==> src/design/lcabl_pkg.sv <==
// Shared constants for the binary-lifting lowest-common-ancestor block.
package lcabl_pkg;

   localparam int NODE_BITS_DEFAULT = 10;
   localparam int LEVELS_DEFAULT    = 10;

   localparam int CFG_BITS = 4;
   localparam logic [CFG_BITS-1:0] LIFT_LEVELS_RESET = 4'd9;

   localparam logic OP_ATTACH = 1'b0;
   localparam logic OP_QUERY  = 1'b1;

endpackage

==> src/design/lcabl_seq.sv <==
// Sequencer for attach and query words, driving the table ports and the result register.
module lcabl_seq #(
   parameter int NODE_BITS = lcabl_pkg::NODE_BITS_DEFAULT,
   parameter int LEVELS    = lcabl_pkg::LEVELS_DEFAULT,
   parameter int LVL_BITS  = 4
) (
   input  logic                          clock,
   input  logic                          reset,
   input  logic [LVL_BITS-1:0]           top_lvl,
   input  logic                          req_valid,
   output logic                          req_stall,
   input  logic                          req_opcode,
   input  logic [NODE_BITS-1:0]          req_node_a,
   input  logic [NODE_BITS-1:0]          req_node_b,
   output logic                          rsp_valid,
   input  logic                          rsp_stall,
   output logic [NODE_BITS-1:0]          rsp_ancestor,
   output logic                          dep_we,
   output logic [NODE_BITS-1:0]          dep_waddr,
   output logic [NODE_BITS-1:0]          dep_wdata,
   output logic [NODE_BITS-1:0]          dep_raddr,
   input  logic [NODE_BITS-1:0]          dep_rdata,
   output logic                          anc_we,
   output logic [NODE_BITS+LVL_BITS-1:0] anc_waddr,
   output logic [NODE_BITS-1:0]          anc_wdata,
   output logic [NODE_BITS+LVL_BITS-1:0] anc_raddr,
   input  logic [NODE_BITS-1:0]          anc_rdata
);

   localparam int EQ_BITS = (NODE_BITS < LEVELS) ? NODE_BITS : LEVELS;
   localparam logic [LVL_BITS-1:0] EQ_LAST = LVL_BITS'(EQ_BITS - 1);

   localparam logic [3:0] S_IDLE  = 4'd0;
   localparam logic [3:0] S_A_DEP = 4'd1;
   localparam logic [3:0] S_A_JMP = 4'd2;
   localparam logic [3:0] S_Q_DA  = 4'd3;
   localparam logic [3:0] S_Q_DB  = 4'd4;
   localparam logic [3:0] S_Q_EQ  = 4'd5;
   localparam logic [3:0] S_Q_EJ  = 4'd6;
   localparam logic [3:0] S_Q_ED  = 4'd7;
   localparam logic [3:0] S_Q_CMP = 4'd8;
   localparam logic [3:0] S_Q_LU  = 4'd9;
   localparam logic [3:0] S_Q_LV  = 4'd10;
   localparam logic [3:0] S_Q_FIN = 4'd11;
   localparam logic [3:0] S_OUT   = 4'd12;

   logic [3:0]           state_ff, state_in;
   logic [NODE_BITS-1:0] node_ff, node_in;
   logic [NODE_BITS-1:0] u_ff, u_in;
   logic [NODE_BITS-1:0] v_ff, v_in;
   logic [NODE_BITS-1:0] du_ff, du_in;
   logic [NODE_BITS-1:0] dv_ff, dv_in;
   logic [NODE_BITS-1:0] ju_ff, ju_in;
   logic [NODE_BITS-1:0] res_ff, res_in;
   logic [LVL_BITS-1:0]  lvl_ff, lvl_in;
   logic                 rsp_valid_ff, rsp_valid_in;
   logic [NODE_BITS-1:0] rsp_ancestor_ff, rsp_ancestor_in;

   logic [LVL_BITS-1:0]  lvl_up;
   logic [LVL_BITS-1:0]  lvl_dn;
   logic [NODE_BITS-1:0] diff_bits;
   logic [NODE_BITS-1:0] u_pick;
   logic [NODE_BITS-1:0] v_pick;

   assign lvl_up    = lvl_ff + 1'b1;
   assign lvl_dn    = lvl_ff - 1'b1;
   assign diff_bits = (du_ff ^ dv_ff) >> lvl_ff;
   assign u_pick    = (ju_ff != anc_rdata) ? ju_ff : u_ff;
   assign v_pick    = (ju_ff != anc_rdata) ? anc_rdata : v_ff;

   always_comb begin
      state_in        = state_ff;
      node_in         = node_ff;
      u_in            = u_ff;
      v_in            = v_ff;
      du_in           = du_ff;
      dv_in           = dv_ff;
      ju_in           = ju_ff;
      res_in          = res_ff;
      lvl_in          = lvl_ff;
      rsp_valid_in    = rsp_valid_ff && rsp_stall;
      rsp_ancestor_in = rsp_ancestor_ff;
      dep_we          = 1'b0;
      dep_waddr       = node_ff;
      dep_wdata       = dep_rdata + NODE_BITS'(1);
      dep_raddr       = u_ff;
      anc_we          = 1'b0;
      anc_waddr       = {node_ff, lvl_up};
      anc_wdata       = anc_rdata;
      anc_raddr       = {u_ff, lvl_ff};

      unique case (state_ff)
         S_IDLE: begin
            if (req_valid) begin
               node_in = req_node_a;
               v_in    = req_node_b;
               lvl_in  = '0;
               if (req_opcode == lcabl_pkg::OP_ATTACH) begin
                  u_in = req_node_b;
                  if (req_node_a != '0) begin
                     dep_raddr = req_node_b;
                     anc_we    = 1'b1;
                     anc_waddr = {req_node_a, {LVL_BITS{1'b0}}};
                     anc_wdata = req_node_b;
                     state_in  = S_A_DEP;
                  end
               end else begin
                  u_in      = req_node_a;
                  dep_raddr = req_node_a;
                  state_in  = S_Q_DA;
               end
            end
         end
         S_A_DEP: begin
            dep_we = 1'b1;
            if (top_lvl == '0) begin
               state_in = S_IDLE;
            end else begin
               anc_raddr = {u_ff, {LVL_BITS{1'b0}}};
               state_in  = S_A_JMP;
            end
         end
         S_A_JMP: begin
            anc_we    = 1'b1;
            anc_waddr = {node_ff, lvl_up};
            anc_wdata = anc_rdata;
            u_in      = anc_rdata;
            lvl_in    = lvl_up;
            anc_raddr = {anc_rdata, lvl_up};
            if (lvl_up == top_lvl) begin
               state_in = S_IDLE;
            end
         end
         S_Q_DA: begin
            du_in     = dep_rdata;
            dep_raddr = v_ff;
            state_in  = S_Q_DB;
         end
         S_Q_DB: begin
            if (dep_rdata > du_ff) begin
               u_in  = v_ff;
               v_in  = u_ff;
               du_in = dep_rdata;
               dv_in = du_ff;
            end else begin
               dv_in = dep_rdata;
            end
            lvl_in   = '0;
            state_in = S_Q_EQ;
         end
         S_Q_EQ: begin
            priority if (du_ff <= dv_ff) begin
               state_in = S_Q_CMP;
            end else if (diff_bits[0]) begin
               anc_raddr = {u_ff, lvl_ff};
               state_in  = S_Q_EJ;
            end else if (lvl_ff == EQ_LAST) begin
               state_in = S_Q_CMP;
            end else begin
               lvl_in = lvl_up;
            end
         end
         S_Q_EJ: begin
            u_in      = anc_rdata;
            dep_raddr = anc_rdata;
            state_in  = S_Q_ED;
         end
         S_Q_ED: begin
            du_in = dep_rdata;
            if (lvl_ff == EQ_LAST) begin
               state_in = S_Q_CMP;
            end else begin
               lvl_in   = lvl_up;
               state_in = S_Q_EQ;
            end
         end
         S_Q_CMP: begin
            if (u_ff == v_ff) begin
               res_in   = u_ff;
               state_in = S_OUT;
            end else begin
               lvl_in    = top_lvl;
               anc_raddr = {u_ff, top_lvl};
               state_in  = S_Q_LU;
            end
         end
         S_Q_LU: begin
            ju_in     = anc_rdata;
            anc_raddr = {v_ff, lvl_ff};
            state_in  = S_Q_LV;
         end
         S_Q_LV: begin
            u_in = u_pick;
            v_in = v_pick;
            if (lvl_ff == '0) begin
               anc_raddr = {u_pick, {LVL_BITS{1'b0}}};
               state_in  = S_Q_FIN;
            end else begin
               lvl_in    = lvl_dn;
               anc_raddr = {u_pick, lvl_dn};
               state_in  = S_Q_LU;
            end
         end
         S_Q_FIN: begin
            res_in   = anc_rdata;
            state_in = S_OUT;
         end
         S_OUT: begin
            if (!rsp_valid_ff || !rsp_stall) begin
               rsp_valid_in    = 1'b1;
               rsp_ancestor_in = res_ff;
               state_in        = S_IDLE;
            end
         end
         default: begin
            state_in = S_IDLE;
         end
      endcase
   end

   always_ff @(posedge clock) begin
      if (reset) begin
         state_ff     <= S_IDLE;
         rsp_valid_ff <= 1'b0;
      end else begin
         state_ff     <= state_in;
         rsp_valid_ff <= rsp_valid_in;
      end
   end

   always_ff @(posedge clock) begin
      node_ff         <= node_in;
      u_ff            <= u_in;
      v_ff            <= v_in;
      du_ff           <= du_in;
      dv_ff           <= dv_in;
      ju_ff           <= ju_in;
      res_ff          <= res_in;
      lvl_ff          <= lvl_in;
      rsp_ancestor_ff <= rsp_ancestor_in;
   end

   assign req_stall    = (state_ff != S_IDLE);
   assign rsp_valid    = rsp_valid_ff;
   assign rsp_ancestor = rsp_ancestor_ff;

endmodule

==> config.mk <==
export PLATFORM = sky130hd
export DESIGN_NAME = lcabl_seq
export DESIGN_NICKNAME = d
export VERILOG_FILES = /design/src/design/lcabl_pkg.sv /design/src/design/lcabl_seq.sv
export SDC_FILE = /design/constraint.sdc
export NUM_CORES = 1
export LEC_CHECK = 0
export BUFFER_PORTS_ARGS = -buffer_cell sky130_fd_sc_hd__buf_2
export CAP_MARGIN = 0
export CORE_UTILIZATION = 30
export DETAILED_ROUTE_END_ITERATION = 10
export PLACE_DENSITY = 0.53
export SLEW_MARGIN = 20
export SYNTH_ARGS = -nofsm -noshare
export SYNTH_HDL_FRONTEND = slang
export SYNTH_SLANG_ARGS = --single-unit
==> constraint.sdc <==
create_clock -name clock -period 2.7 [get_ports clock]
set_input_delay 0.675 -clock clock [delete_from_list [all_inputs] [get_ports clock]]
set_output_delay 0.675 -clock clock [all_outputs]
set_load 0.01 [all_outputs]
==> results.yml <==
worst_setup_path:
  worstSetupStartpoint: "req_node_a[6]"
  reg2reg_to: "u_ff[4]"
  startpoint_type: "input pin"
  slowest_stage: "or4_4"
  critPathMaxStageDelay_ns: 0.53
  required_ns: 2.03
  regToRegStartpoint: "ju_ff[2]"
  crit_path_end_kind: "output port"
  cp_data_arrival_time_ns: 2.47
  rrSetupSlack_ns: 0.15
  crit_end: "dep_raddr[5]"
  reg2reg_depth: 10
  crit_fanout: 4
  setup.worst_path.class: "input pin to output port"
  crit_chain: "buf_6 > or4_4 > nor4_4 > buf_4 > mux2i_1 > o21ai_1 > a221o_1 > buf_2"
sta:
  finalSetupViolCount: 49
  slew_headroom_pct: 30.0
  clock.fmax_mhz: 317
  fin_ws_ns: -0.450
  post-route-period-util_pct: 117
  drv_slew: 0
  hold_violations: 0
  rsz0062_at_grt: "yes"
  period_minus_slack_ns: 3.15
  skew_ns: 0.0182
  timing.hold.ws_ns: 0.421
  worst_pin_slew_ns: 1.05
logic_synthesis:
  synthXorXnorAreaFrac_pct: 5.15
  synth_compound_area_share_pct: 18.6
  synth_area_per_cell_um2: 9.93
  yosys_warnings: 0
  synth_common_cells: "nand2_1 (91), edfxtp_1 (84), mux2_2 (33)"
  synth_seq_cells: 89
  netlist.area_leader.share_pct: 40.1
  synth-simple-area-share_pct: 16.0
  synth_mux_area_share_pct: 9.18
  synth_top_family_by_area: "compound AO/OA/AOI/OAI gates"
  yosysSeqAreaShare_pct: 41.6
  yosysMostFrequentCell: "nand2_1"
  synth_cell_type_count: 70
  synth_area_leaders: "edfxtp_1 (40%), mux2_2 (5.9%), nand2_1 (5.4%)"
  syn_nets: 707
  synthAdderAreaFrac_pct: 4.77
  synthArstFlopShare_pct: 0
  synth-main-ff-cell: "edfxtp_1"
  netlist_area_um2: 6300
  yosys.area.top_type: "edfxtp_1"
  postSynthCellCount: 634
  synth-edff-count: 84
place:
  hpwl_mm: 16.6
  portBuffers: 130
  dp_slack_ns: -0.516
  place_area_um2: 8130
  gp_congestion: 0.858
power:
  pwr-share-clk_pct: 14.0
  p_seq_share_pct: 23.7
  peakVddDrop_uv: 440
  p_sw_w: 0.00399
  power.internal_w: 0.00526
  power_frac_comb_pct: 62.3
  leakage_nw: 3.90
  swShare_pct: 43.2
  power_density_nw_per_um2: 1000
global_route:
  overflow: 0
  grt_pass1_wl_mm: 34.5
  grt_pass1_vias: 5931
  grt_max_degree: 32
  antenna_found_initial: 0
  grt_use_total_pct: 20.8
clocking:
  clkTransAtPathRegs_ns: 0.07
  cts.sinks: 89
  cts_max_level: 3
  clockBufferDepth: 2
  cts-buffers-inserted: 9
  insertion_delay_ns: 0.37
  cts_tree: "yes"
  root_buffer: "clkbuf_16"
  hold_buffers: 0
die:
  die-area_um2: 21600
  std_cell_rows: 52
  die_w_um: 147
  fp.dieH_um: 147
  initial_core_util_pct: 30.8
  coreArea_um2: 20400
  pin_count: 131
detailed_routing:
  avgRoutedWirePerCell_um: 19.8
  via_per_inst: 5.43
  ant_nets: 0
  drc: 0
  vias: 6258
  wl_mm: 22.9
  drt_iter0_markers: 614
  dr.pass1.iters: 6
outcome:
  status: "finished, violations left"
  violations: "setup timing"
layout:
  fin_nets: 951
  postLayoutCellArea_um2: 9210
  multi_input_area_um2: 3860
  antennaDiodeCount: 0
  drive_gt1_share_pct: 46.9
  area_growth_syn_to_layout_pct: 46.3
  seq_area_um2: 2620
  nFillCells: 1972
worst_hold_path:
  min_path_type: "register to register"
job:
  cap_violations: 0
-- worst max-delay path, delay by kind of cell --
family | cells | cell delay, ns
AOI/OAI and AO/OA | 2 | 0.44
buffers and inverters | 3 | 0.43
and+or+nand+nor | 2 | 0.73
muxes | 1 | 0.19
-- stage by stage --
stage | std cells | total power, W | utilization [%] | TNS [ns]
after floorplan | 634 | 0.00499 | - | -2.97
after global placement | 1118 | 0.00709 | 39.8 | -26.95
after detailed placement | 1118 | 0.00710 | 39.8 | -28.68
after CTS | 1143 | 0.00886 | 43.5 | -16.88
after global routing | 1153 | 0.00976 | 45.1 | -19.61
final | 1153 | 0.00925 | 45.1 | -16.26
-- timing repair --
action,CTS,global route
pin swaps,31,40
buffers inserted,7,12
cloned,2,2
endpoints found under the setup margin,49,96
gates resized for setup,85,49
-- metal layers --
| layer | share of wire [%] | up-vias | GRT usage, % | wire, um |
|---|---|---|---|---|
| met3 | 8.5 | 37 | 4.32 | 1950 |
| met5 | 0 | - | 0 | 0 |
| li1 | - | 2899 | - | - |
| met2 | 43 | 320 | 30.1 | 9760 |
| met4 | 2.1 | 0 | 6.82 | 485 |
| met1 | 47 | 3002 | 30.6 | 10700 |
-- worst min path at each step --
stage / start / endpoint / slack, ns / cells after the start
2_1_floorplan: res_ff[0] / rsp_ancestor[0] / 0.40 / 0
3_3_place_gp: res_ff[5] / rsp_ancestor[5] / 0.40 / 0
3_5_place_dp: res_ff[6] / rsp_ancestor[6] / 0.40 / 0
4_1_cts: res_ff[6] / rsp_ancestor[6] / 0.42 / 0
5_1_grt: res_ff[6] / rsp_ancestor[6] / 0.43 / 0
6_report: res_ff[6] / rsp_ancestor[6] / 0.42 / 0
-- registers in the layout, indices dropped and copies added (netlist names) --
register,flops
lvl_ff,4
dv_ff,10
u_ff,10
rsp_ancestor,10
rsp_valid,1
du_ff,10
state_ff,4
v_ff,10
res_ff,10
dep_waddr,10
ju_ff,10
-- cells by family after synthesis --
group,after synthesis
buffers and inverters,68
flip-flops,89
AO/OA/AOI/OAI,161
adder cells (fa/ha/maj),24
multiplexers,52
XOR/XNOR,37
AND/OR/NAND/NOR,203
-- power groups by stage --
stage               clock network [W]  logic (W)  registers [W]
floorplan                           0    0.00276        0.00223
global placement                    0    0.00490        0.00219
detailed placement                  0    0.00490        0.00220
CTS                           0.00133    0.00535        0.00218
global route                  0.00137    0.00616        0.00223
finish                        0.00130    0.00577        0.00219
-- cell usage in the layout, fill, tap and decap left out, types with 4 or more instances in the layout --
cell	netlist	routed
a22o_1	4	4
o22ai_2	0	5
buf_12	0	5
nand4_1	8	8
nand2_1	91	77
a21boi_0	6	6
o21ai_0	23	15
buf_6	3	25
o221ai_2	0	4
nand2b_1	6	5
buf_4	1	127
nor2_4	0	5
a221o_1	4	4
nor2_1	31	24
clkbuf_16	0	11
ha_1	24	23
nand2_2	1	14
buf_2	11	107
a21o_1	9	9
xnor2_1	29	25
nor2_2	2	5
xor2_1	8	8
nand3_2	1	11
a222oi_1	13	13
a22oi_1	31	31
mux2_2	33	22
xnor2_2	0	4
a21oi_1	28	19
o21ai_2	0	4
mux2i_1	18	18
nand3_1	21	10
mux2_4	0	11
a21oi_2	0	8
o221ai_1	12	8
edfxtp_1	84	84
inv_1	30	29
nor3_1	9	7
dfxtp_1	5	4
-- layout make-up --
| cell class | count | share of cell area, % |
|---|---|---|
| multi-input combinational | 478 | 41.9 |
| sequential | 89 | 28.5 |
| timing repair buffer | 269 | 21.5 |
| tap | 270 | 3.67 |
| clock buffer | 9 | 2.44 |
| inverter | 31 | 1.26 |
| clock inverter | 7 | 0.774 |
Note: power is estimated with default switching activity, not from simulation.
